### config.mk
export PLATFORM = sky130hd
export DESIGN_NAME = bin_peak_region_segmenter_unit
export DESIGN_NICKNAME = d
export VERILOG_FILES = /design/src/design/bprs_pkg.sv /design/src/design/bprs_tracker.sv /design/src/design/bin_peak_region_segmenter_unit.sv
export VERILOG_INCLUDE_DIRS = /design/src /design/src/design
export SDC_FILE = /design/constraint.sdc
export NUM_CORES = 2
export LEC_CHECK = 0
export BUFFER_PORTS_ARGS = -buffer_cell sky130_fd_sc_hd__buf_4
export CORE_ASPECT_RATIO = 0.8
export CORE_UTILIZATION = 58
export DETAILED_ROUTE_END_ITERATION = 16
export GPL_TIMING_DRIVEN = 0
export PLACE_DENSITY = 0.88
export SYNTH_ARGS = -nofsm -noshare
export SYNTH_HDL_FRONTEND = slang
export SYNTH_SLANG_ARGS = --single-unit
### constraint.sdc
create_clock -name clock -period 20.3 [get_ports clock]
set_input_delay 0 -clock clock [delete_from_list [all_inputs] [get_ports clock]]
set_output_delay 0 -clock clock [all_outputs]
set_load 0.005 [all_outputs]
### src/design/bin_peak_region_segmenter_unit_assert.svh
// assertion macros for the peak region segmenter
`ifndef BIN_PEAK_REGION_SEGMENTER_UNIT_ASSERT_SVH
`define BIN_PEAK_REGION_SEGMENTER_UNIT_ASSERT_SVH

// antecedent implies consequent in the same cycle
`define BPRS_ASSERT_SAME(label, clk, rst, ante, cons) \
   label: assert property (@(posedge clk) disable iff (rst) (ante) |-> (cons)) \
      else $error("bprs check failed");

// antecedent implies consequent in the next cycle
`define BPRS_ASSERT_NEXT(label, clk, rst, ante, cons) \
   label: assert property (@(posedge clk) disable iff (rst) (ante) |=> (cons)) \
      else $error("bprs check failed");

`endif

### src/design/bprs_pkg.sv
package bprs_pkg;

   localparam int BIN_BITS   = 24;
   localparam int VALUE_BITS = 32;
   localparam int CHROM_BITS = 8;
   localparam int GAP_BITS   = 9;
   localparam int MAXGAP_BITS = 8;

   localparam int REQ_FIELD_BITS = BIN_BITS + 4 * VALUE_BITS;
   localparam int REQ_DATA_BITS  = ((REQ_FIELD_BITS + 7) / 8) * 8;
   localparam int RSP_FIELD_BITS = CHROM_BITS + 3 * BIN_BITS + 4 * VALUE_BITS;
   localparam int RSP_DATA_BITS  = ((RSP_FIELD_BITS + 7) / 8) * 8;

   localparam int CSR_INDEX_BITS = 4;
   localparam int CSR_DATA_BITS  = VALUE_BITS;

   typedef enum logic [CSR_INDEX_BITS-1:0] {
      CSR_CHROMOSOME         = 4'd0,
      CSR_HAS_CONTROL        = 4'd1,
      CSR_RATIO_ONLY_MODE    = 4'd2,
      CSR_RATIO_THRESHOLD    = 4'd3,
      CSR_TAG_THRESHOLD      = 4'd4,
      CSR_P_ENRICH_THRESHOLD = 4'd5,
      CSR_P_INTER_THRESHOLD  = 4'd6,
      CSR_MAX_GAP            = 4'd7
   } csr_index_type;

   typedef struct packed {
      logic [CHROM_BITS-1:0]  chromosome;
      logic                   has_control;
      logic                   ratio_only_mode;
      logic [VALUE_BITS-1:0]  ratio_threshold;
      logic [VALUE_BITS-1:0]  tag_threshold;
      logic [VALUE_BITS-1:0]  p_enrich_threshold;
      logic [VALUE_BITS-1:0]  p_inter_threshold;
      logic [MAXGAP_BITS-1:0] max_gap;
   } cfg_type;

   localparam cfg_type CFG_RESET = '{
      chromosome:         '0,
      has_control:        1'b1,
      ratio_only_mode:    1'b0,
      ratio_threshold:    VALUE_BITS'(131072),
      tag_threshold:      '0,
      p_enrich_threshold: VALUE_BITS'(262144),
      p_inter_threshold:  VALUE_BITS'(262144),
      max_gap:            MAXGAP_BITS'(1)
   };

   typedef struct packed {
      logic [VALUE_BITS-1:0] score_enrich;
      logic [VALUE_BITS-1:0] score_inter;
      logic [VALUE_BITS-1:0] enrich_ratio;
      logic [VALUE_BITS-1:0] tag_level;
      logic [BIN_BITS-1:0]   bin_index;
      logic                  excluded;
      logic                  final_bin;
   } bin_type;

   typedef struct packed {
      logic [VALUE_BITS-1:0] max_enrich;
      logic [VALUE_BITS-1:0] max_inter;
      logic [VALUE_BITS-1:0] max_ratio;
      logic [VALUE_BITS-1:0] max_tag;
      logic [BIN_BITS-1:0]   summit;
      logic [BIN_BITS-1:0]   end_bin;
      logic [BIN_BITS-1:0]   start;
      logic [CHROM_BITS-1:0] chromosome;
   } peak_type;

   typedef struct packed {
      logic peak_open;
      logic emit;
   } track_status_type;

endpackage

### src/design/bprs_tracker.sv
module bprs_tracker (
   input  logic                       clock,
   input  logic                       reset,
   input  logic                       step,
   input  bprs_pkg::bin_type          item,
   input  bprs_pkg::cfg_type          cfg,
   output bprs_pkg::peak_type         peak,
   output bprs_pkg::track_status_type status
);
   import bprs_pkg::*;

   logic [GAP_BITS-1:0]   gap_ff, gap_in;
   logic [CHROM_BITS-1:0] chrom_ff, chrom_in;
   logic [BIN_BITS-1:0]   start_ff, start_in;
   logic [BIN_BITS-1:0]   summit_ff, summit_in;
   logic [VALUE_BITS-1:0] tag_ff, tag_in;
   logic [VALUE_BITS-1:0] ratio_ff, ratio_in;
   logic [VALUE_BITS-1:0] inter_ff, inter_in;
   logic [VALUE_BITS-1:0] enrich_ff, enrich_in;

   logic                  sig;
   logic                  emit;
   logic [BIN_BITS-1:0]   end_bin;
   logic                  ratio_up, inter_up, enrich_up;

   always_comb begin
      if (cfg.has_control) begin
         if (cfg.ratio_only_mode) begin
            sig = (item.enrich_ratio > cfg.ratio_threshold)
               && (item.tag_level > cfg.tag_threshold);
         end else begin
            sig = (item.score_enrich > cfg.p_enrich_threshold)
               && (item.score_inter > cfg.p_inter_threshold)
               && (item.enrich_ratio > cfg.ratio_threshold)
               && (item.tag_level > cfg.tag_threshold);
         end
      end else begin
         sig = (item.score_inter > cfg.p_inter_threshold)
            && (item.tag_level > cfg.tag_threshold);
      end
   end

   assign ratio_up  = ratio_ff < item.enrich_ratio;
   assign inter_up  = inter_ff < item.score_inter;
   assign enrich_up = enrich_ff < item.score_enrich;

   always_comb begin
      gap_in    = gap_ff;
      chrom_in  = chrom_ff;
      start_in  = start_ff;
      summit_in = summit_ff;
      tag_in    = tag_ff;
      ratio_in  = ratio_ff;
      inter_in  = inter_ff;
      enrich_in = enrich_ff;
      emit      = 1'b0;
      end_bin   = item.bin_index - BIN_BITS'(gap_ff);

      if (gap_ff == '0) begin
         if (!item.excluded && sig) begin
            chrom_in  = cfg.chromosome;
            start_in  = item.bin_index;
            summit_in = item.bin_index;
            tag_in    = item.tag_level;
            ratio_in  = item.enrich_ratio;
            inter_in  = item.score_inter;
            enrich_in = item.score_enrich;
            gap_in    = GAP_BITS'(1);
         end
      end else if (item.excluded) begin
         emit   = 1'b1;
         gap_in = '0;
      end else if (sig) begin
         if (tag_ff < item.tag_level) begin
            tag_in = item.tag_level;
         end
         if (ratio_up) begin
            ratio_in = item.enrich_ratio;
         end
         if (inter_up) begin
            inter_in = item.score_inter;
         end
         if (enrich_up) begin
            enrich_in = item.score_enrich;
         end
         // summit follows ratio, enrichment or internal score by mode
         if ((cfg.ratio_only_mode && ratio_up)
            || (!cfg.ratio_only_mode && !cfg.has_control && inter_up)
            || (!cfg.ratio_only_mode && cfg.has_control && enrich_up)) begin
            summit_in = item.bin_index;
         end
         gap_in = GAP_BITS'(1);
      end else if (gap_ff > GAP_BITS'(cfg.max_gap)) begin
         emit   = 1'b1;
         gap_in = '0;
      end else begin
         gap_in = gap_ff + GAP_BITS'(1);
      end

      // last bin closes whatever is still open
      if (item.final_bin && gap_in != '0) begin
         emit    = 1'b1;
         end_bin = item.bin_index + BIN_BITS'(1) - BIN_BITS'(gap_in);
         gap_in  = '0;
      end
   end

   always_ff @(posedge clock) begin
      if (reset) begin
         gap_ff <= '0;
      end else if (step) begin
         gap_ff <= gap_in;
      end
   end

   always_ff @(posedge clock) begin
      if (reset) begin
         chrom_ff  <= '0;
         start_ff  <= '0;
         summit_ff <= '0;
         tag_ff    <= '0;
         ratio_ff  <= '0;
         inter_ff  <= '0;
         enrich_ff <= '0;
      end else if (step) begin
         chrom_ff  <= chrom_in;
         start_ff  <= start_in;
         summit_ff <= summit_in;
         tag_ff    <= tag_in;
         ratio_ff  <= ratio_in;
         inter_ff  <= inter_in;
         enrich_ff <= enrich_in;
      end
   end

   assign peak.chromosome = chrom_in;
   assign peak.start      = start_in;
   assign peak.end_bin    = end_bin;
   assign peak.summit     = summit_in;
   assign peak.max_tag    = tag_in;
   assign peak.max_ratio  = ratio_in;
   assign peak.max_inter  = inter_in;
   assign peak.max_enrich = enrich_in;

   assign status.peak_open = gap_ff != '0;
   assign status.emit      = emit;

endmodule

### src/design/bin_peak_region_segmenter_unit.sv
// Groups a stream of genome bins into peak regions, one bin per req beat. A bin is
// taken every cycle while results are taken; a closed peak reaches rsp through the
// input register, the combinational peak tracker update and the result register. At
// most one result follows each bin. The user must write thresholds, mode and chromosome
// through csr only while the stream is idle; the block itself does not enforce it.
`include "bin_peak_region_segmenter_unit_assert.svh"

module bin_peak_region_segmenter_unit (
   input  logic                                clock,
   input  logic                                reset,
   input  logic                                req_tvalid,
   output logic                                req_tready,
   // bin_index, tag_level, enrich_ratio, score_inter, score_enrich
   input  logic [bprs_pkg::REQ_DATA_BITS-1:0]  req_tdata,
   // excluded
   input  logic                                req_tuser,
   input  logic                                req_tlast,
   output logic                                rsp_tvalid,
   input  logic                                rsp_tready,
   // peak_chromosome, peak_start, peak_end, peak_summit, peak_max_tag,
   // peak_max_ratio, peak_max_inter, peak_max_enrich
   output logic [bprs_pkg::RSP_DATA_BITS-1:0]  rsp_tdata,
   input  logic                                csr_valid,
   output logic                                csr_ready,
   input  logic [bprs_pkg::CSR_INDEX_BITS-1:0] csr_index,
   input  logic [bprs_pkg::CSR_DATA_BITS-1:0]  csr_data
);
   import bprs_pkg::*;

   cfg_type          cfg_ff, cfg_in;
   logic             in_valid_ff, in_valid_in;
   bin_type          in_item_ff, in_item_in;
   logic             out_valid_ff, out_valid_in;
   peak_type         out_peak_ff, out_peak_in;
   peak_type         peak;
   track_status_type status;
   logic             advance;
   logic             fire;
   logic             close_excl;
   logic             close_final;
   logic             idle_step;

   assign csr_ready = 1'b1;

   always_comb begin
      cfg_in = cfg_ff;
      if (csr_valid) begin
         case (csr_index_type'(csr_index))
            CSR_CHROMOSOME:         cfg_in.chromosome = csr_data[CHROM_BITS-1:0];
            CSR_HAS_CONTROL:        cfg_in.has_control = csr_data[0];
            CSR_RATIO_ONLY_MODE:    cfg_in.ratio_only_mode = csr_data[0];
            CSR_RATIO_THRESHOLD:    cfg_in.ratio_threshold = csr_data[VALUE_BITS-1:0];
            CSR_TAG_THRESHOLD:      cfg_in.tag_threshold = csr_data[VALUE_BITS-1:0];
            CSR_P_ENRICH_THRESHOLD: cfg_in.p_enrich_threshold = csr_data[VALUE_BITS-1:0];
            CSR_P_INTER_THRESHOLD:  cfg_in.p_inter_threshold = csr_data[VALUE_BITS-1:0];
            CSR_MAX_GAP:            cfg_in.max_gap = csr_data[MAXGAP_BITS-1:0];
            default:                cfg_in = cfg_ff;
         endcase
      end
   end

   always_ff @(posedge clock) begin
      if (reset) begin
         cfg_ff <= CFG_RESET;
      end else begin
         cfg_ff <= cfg_in;
      end
   end

   assign advance    = !out_valid_ff || rsp_tready;
   assign fire       = in_valid_ff && advance;
   assign req_tready = !in_valid_ff || advance;

   always_comb begin
      in_item_in = in_item_ff;
      {in_item_in.score_enrich, in_item_in.score_inter, in_item_in.enrich_ratio,
       in_item_in.tag_level, in_item_in.bin_index} = req_tdata[REQ_FIELD_BITS-1:0];
      in_item_in.excluded  = req_tuser;
      in_item_in.final_bin = req_tlast;
      in_valid_in = req_tready ? req_tvalid : in_valid_ff;
   end

   always_ff @(posedge clock) begin
      if (reset) begin
         in_valid_ff <= 1'b0;
      end else begin
         in_valid_ff <= in_valid_in;
      end
   end

   always_ff @(posedge clock) begin
      if (req_tvalid && req_tready) begin
         in_item_ff <= in_item_in;
      end
   end

   bprs_tracker u_tracker (
      .clock  (clock),
      .reset  (reset),
      .step   (fire),
      .item   (in_item_ff),
      .cfg    (cfg_ff),
      .peak   (peak),
      .status (status)
   );

   always_comb begin
      out_valid_in = out_valid_ff;
      out_peak_in  = out_peak_ff;
      if (advance) begin
         out_valid_in = fire && status.emit;
         out_peak_in  = peak;
      end
   end

   always_ff @(posedge clock) begin
      if (reset) begin
         out_valid_ff <= 1'b0;
      end else begin
         out_valid_ff <= out_valid_in;
      end
   end

   always_ff @(posedge clock) begin
      out_peak_ff <= out_peak_in;
   end

   assign rsp_tvalid = out_valid_ff;
   assign rsp_tdata  = {out_peak_ff.max_enrich, out_peak_ff.max_inter,
                        out_peak_ff.max_ratio, out_peak_ff.max_tag,
                        out_peak_ff.summit, out_peak_ff.end_bin,
                        out_peak_ff.start, out_peak_ff.chromosome};

   assign close_excl  = fire && in_item_ff.excluded && status.peak_open;
   assign close_final = fire && in_item_ff.final_bin;
   assign idle_step   = fire && !status.peak_open && !in_item_ff.final_bin;

   // an excluded bin inside a peak always closes it
   `BPRS_ASSERT_NEXT(a_excluded_closes, clock, reset, close_excl, out_valid_ff && !status.peak_open)
   // nothing stays open past the last bin
   `BPRS_ASSERT_NEXT(a_final_clears, clock, reset, close_final, !status.peak_open)
   // with no open peak only the last bin can emit
   `BPRS_ASSERT_NEXT(a_no_spurious, clock, reset, idle_step, !out_valid_ff)
   // a bin that emits a result is only stepped while the result register can advance
   `BPRS_ASSERT_SAME(a_emit_needs_step, clock, reset, status.emit && fire, advance)

endmodule

* After elaboration in Yosys (flattened, before gate mapping)
Index checks and enable logic that the tools add are counted.
Word-level totals: input bits 195, output and inout port bits 211, logic and storage cells 131, register bits 703
Cells by class: reduce and logical (&&, ||, !) cells 35, muxes and demuxes 43, equal/unequal tests 7, magnitude comparators 9, add/subtract/negate cells 4
Operator list (count):
- 2-to-1 mux 32 bit | 20
- 2-to-1 mux 24 bit | 8
- > comparator 32 bit | 4
- < comparator 32 bit | 4
- 2-to-1 mux 9 bit | 6
- subtractor 24 x 9 -> 24 bit | 2
- adder 24 x 1 -> 24 bit (second input constant) | 1
- == test 4 x 3 -> 1 bit (second input constant) | 4
- 2-to-1 mux 8 bit | 2
- AND reduction 2 bit | 8
- logical AND 1 bit | 15
- adder 9 x 1 -> 9 bit (second input constant) | 1
- > comparator 9 x 8 -> 1 bit | 1
- zero test 9 bit | 1
- nonzero test 9 bit | 1
- == test 4 x 2 -> 1 bit (second input constant) | 2
- 2-to-1 mux 1 bit | 7
- zero test 1 bit | 5
- == test 4 x 1 -> 1 bit (second input constant) | 1
- zero test 4 bit | 1
- logical OR 1 bit | 4

* Logic depth before layout (Yosys ltp)
word-level depth 13, gate-level depth with buffers 27, gate-level depth less buffers 26

* By module
Synthesis repeated with hierarchy kept, for this count alone.
Unflattened totals: cells, all modules 3128, area, all modules 34991.1 um2
Modules (own cells, without submodules):
- bprs_tracker | area each 18233.7 um2, cells an instance 2233, times used 1, sequential area each 3863.7 um2
- bin_peak_region_segmenter_unit | area each 16757.3 um2, cells an instance 895, times used 1, sequential area each 13833.3 um2

* Worst setup path before layout
OpenSTA, ideal clock, no wires.
path type register to register, start point register out_valid_ff (netlist: rsp_tvalid), end point register u_tracker.ratio_ff[10], period minus slack after synthesis 6.476 ns, setup slack 13.824 ns, cell stages (with the launch flop) 8, buffers on the path 1, data arrival time 6.349 ns, cells stage by stage dfxtp_1 > nor2b_1 > inv_1 > nand2_1 > nor2_2 > buf_4 > mux2i_1 > nor2_1
Between the ends: word-level cells in the longest chain between the ends 3
RTL lines:
- from (decl) | RTL line bin_peak_region_segmenter_unit.sv:33 | logic out_valid_ff, out_valid_in;
- from (signal assigned) | RTL line bin_peak_region_segmenter_unit.sv:120 | out_valid_ff <= out_valid_in;
- zero test 1 bit | RTL line bin_peak_region_segmenter_unit.sv:70 | assign advance = !out_valid_ff || rsp_tready;
- logical OR 1 bit | RTL line bin_peak_region_segmenter_unit.sv:70
- via advance | RTL line bin_peak_region_segmenter_unit.sv:37 | logic advance;
- logical AND 1 bit | RTL line bin_peak_region_segmenter_unit.sv:71 | assign fire = in_valid_ff && advance;
- to (signal assigned) | RTL line bprs_tracker.sv:130 | ratio_ff <= ratio_in;
- to (decl) | RTL line bprs_tracker.sv:17 | logic [VALUE_BITS-1:0] ratio_ff, ratio_in;
The timed path passes the listed nets, and every way through them passes these cells. A chain may end at the register's enable or synchronous reset.

==> flow_metrics.env <==
export IMPL_status="completed"
export IMPL_rsz0062_at_grt="no"
export IMPL_wire_per_inst_um=22.21
export IMPL_criticalPathCategory="reg -> reg"
export IMPL_tightest_slew_ns=1.244
export IMPL_cts_tree="yes"
export IMPL_clock_sinks=703
export IMPL_setup_viol=0
export IMPL_synth_simple_area_share=0.1306
export IMPL_synth_area_mux_share=0.04498
export IMPL_routabilityCongestion=0.9643
export IMPL_crit_chain="ha_1, nand4_1, nor4_1, o21ai_0, o2111a_1, nor4_2, buf_4, nor2_1, buf_2, nand2_1, ha_1, ha_1, a21o_1, a21oi_1, o21ai_0, a221o_1, a311oi_1, o21bai_1, a21oi_1, o21ai_0, or4_1, a41oi_1"
export IMPL_cpMaxStageDelayCell="nor4_1"
export IMPL_timing_hold_ws_ns=0.06675
export IMPL_worstPathArrival_ns=7.46
export IMPL_die_x_um=272.1
export IMPL_synth_xor_area_frac=0.01190
export IMPL_ff2ff_path_depth=22
export IMPL_ys_flop_type="edfxtp_1"
export IMPL_syn_nets=3921
export IMPL_critPathMaxStageDelay_ns=0.75
export IMPL_first_pass_iters=8
export IMPL_cp_data_required_time_ns=20.71
export IMPL_grt_max_degree=75
export IMPL_grtUsageTotal=0.3622
export IMPL_grt_pass1_wl_mm=163.5
export IMPL_ys_warn_count=0
export IMPL_core_area_um2=57190
export IMPL_cap_viol_max_count=0
export IMPL_wirelength_mm=108.9
export IMPL_layout_common_cells="668 x nand2_1, 415 x buf_4, 362 x edfxtp_1"
export IMPL_final_max_slew_viol_count=0
export IMPL_fin_skew_ns=0.03632
export IMPL_avgSynthCellArea_um2=9.930
export IMPL_p_total_uw=3289
export IMPL_synthAdderAreaFrac=0.1176
export IMPL_cp_max_fo=10
export IMPL_drive_above_1_share=0.1423
export IMPL_synth_compound_area_frac=0.1185
export IMPL_grt_overflow=0
export IMPL_grt_pass1_vias=28660
export IMPL_h_tree_depth=3
export IMPL_initial_core_util=0.5919
export IMPL_worstSetupStartpointType="register"
export IMPL_cp_depth=22
export IMPL_antenna_found_initial=7
export IMPL_num_vias=29440
export IMPL_min_path_type="in -> reg"
export IMPL_synth_cells=3409
export IMPL_path_buf_inv=2
export IMPL_fin_nets=4588
export IMPL_placementRows=78
export IMPL_yosysSeqAreaShare=0.5228
export IMPL_ant_nets=0
export IMPL_min_period_ns=7.047
export IMPL_postCtsSetupBuffers=0
export IMPL_p_leak_uw=0.01747
export IMPL_fmax_ghz=0.1419
export IMPL_dp_cells=4575
export IMPL_finalHoldViolCount=0
export IMPL_drt_iter0_drc=3858
export IMPL_clock_latency_ns=0.64
export IMPL_netlist_area_um2=33850
export IMPL_drc=0
export IMPL_slew_headroom=0.1651
export IMPL_path_clk_slew_ns=0.07
export IMPL_syn2layout_area_growth_pct=24.50
export IMPL_cts_buffers=69
export IMPL_yosysUniqueCellTypes=79
export IMPL_ys_ff_latch=703
export IMPL_synth_top_family_by_area="simple AND/OR/NAND/NOR gates"
export IMPL_cp_top_family="compound AO/OA/AOI/OAI gates"
export IMPL_detail_route_vias_per_cell=6.002
export IMPL_crit_path_end_kind="register"
export IMPL_pin_count=406
export IMPL_p_per_area_nw_per_um2=78.04
export IMPL_die_area_um2=59340
export IMPL_port_buffers=402
export IMPL_dp_hpwl_mm=71.92
export IMPL_fin_crit_sh=0.3472
export IMPL_die_h_um=218.1
export IMPL_cts_max_path_buffers=3
export IMPL_final_common_cell="nand2_1"
export IMPL_cts_root_buf="clkbuf_16"
export IMPL_ir_worst_vdd_v=0.00007283
export IMPL_setup_tns_ns=0
export IMPL_ys_async_sr_fraction=0
export IMPL_fin_util=0.7369
export IMPL_hold_depth=5
export IMPL_fillers=3690
export IMPL_stdcell_count=4904
export IMPL_synth_edf_count=362
[sequential cells by signal, summed over array words and instances (netlist names)]
name and count:
rsp_tdata 208, u_tracker.summit_ff 24, u_tracker.gap_ff 9, u_tracker.start_ff 24, cfg_ff 146, u_tracker.chrom_ff 8, in_item_ff 154, rsp_tvalid 1
in_valid_ff 1, u_tracker.inter_ff 32, u_tracker.ratio_ff 32, u_tracker.tag_ff 32, u_tracker.enrich_ff 32
[final timing paths]
| check | from | to | slack [ns] |
|---|---|---|---|
| hold / removal | csr_index[0] | cfg_ff[137] | 0.07 |
| hold reg to reg | u_tracker.start_ff[23] | u_tracker.start_ff[23] | 0.45 |
| setup / recovery | in_item_ff[151] | rsp_tdata[54] | 13.25 |
| setup reg to reg | in_item_ff[151] | rsp_tdata[54] | 13.25 |
[where the power goes]
group,switching (µW),internal (µW),leakage (µW)
logic,202,162,0.00964
clock network,579,747,0.00109
registers,45.0,1550,0.00674
total,826,2460,0.0175
[cell usage after synthesis (50+ instances only)]
cell,count,share of area
a21oi_1,334,0.049
inv_1,309,0.034
nand2_1,668,0.074
nor2_1,166,0.018
nand4_1,50,0.0092
edfxtp_1,362,0.32
dfxtp_1,341,0.20
a21o_1,53,0.012
mux2i_1,106,0.031
o21ai_0,202,0.030
clkbuf_1,110,0.012
ha_1,315,0.12
[what timing repair did]
| action | in CTS | in global routing |
|---|---|---|
| hold buffers | 190 | 0 |
| resized for setup | 0 | 0 |
| hold endpoints to repair | 299 | 0 |
[per-stage QoR]
stage | area [µm²] | worst slack [ns]
finish | 42150 | 13.25
global route | 42130 | 13.08
CTS | 42120 | 13.52
detailed placement | 37940 | 13.61
global placement | 37820 | 9.967
floorplan | 33850 | 13.82
[metal layers]
| metal | vias to the layer above | share of wire | track usage |
|---|---|---|---|
| li1 | 13110 | - | - |
| met1 | 13810 | 0.38 | 0.4639 |
| met2 | 1971 | 0.44 | 0.5561 |
| met3 | 537 | 0.11 | 0.09976 |
| met4 | 2 | 0.063 | 0.2009 |
| met5 | - | 0.000073 | 0 |
[area by class of cell]
class	count	area [µm²]	area share
diodes	11	27.53	0.0006531
plain buffers	145	639.4	0.01517
clock buffers	93	1921	0.04557
clock inverters	35	354.1	0.008402
inverters	312	1179	0.02797
multi-input cells	2249	14350	0.3404
flip-flops and latches	703	17700	0.4199
well taps	760	950.9	0.02256
repair buffers	596	5030	0.1193
[worst reg2reg max path: cells and delay by family (launching register included)]
kind / cells / cell delay (ns)
fa+ha+maj: 3 / 0.91
compound gates: 11 / 2.89
flops: 1 / 0.48
simple gates: 6 / 2.01
buf+inv: 2 / 0.53
[kinds of logic after synthesis]
family | Yosys count
compound gates | 694
fa+ha+maj | 317
mux | 147
simple gates | 1044
xor+xnor | 46
other cells | 1
buf+inv | 457
flops | 703
Power figures use the tool's default switching activity.
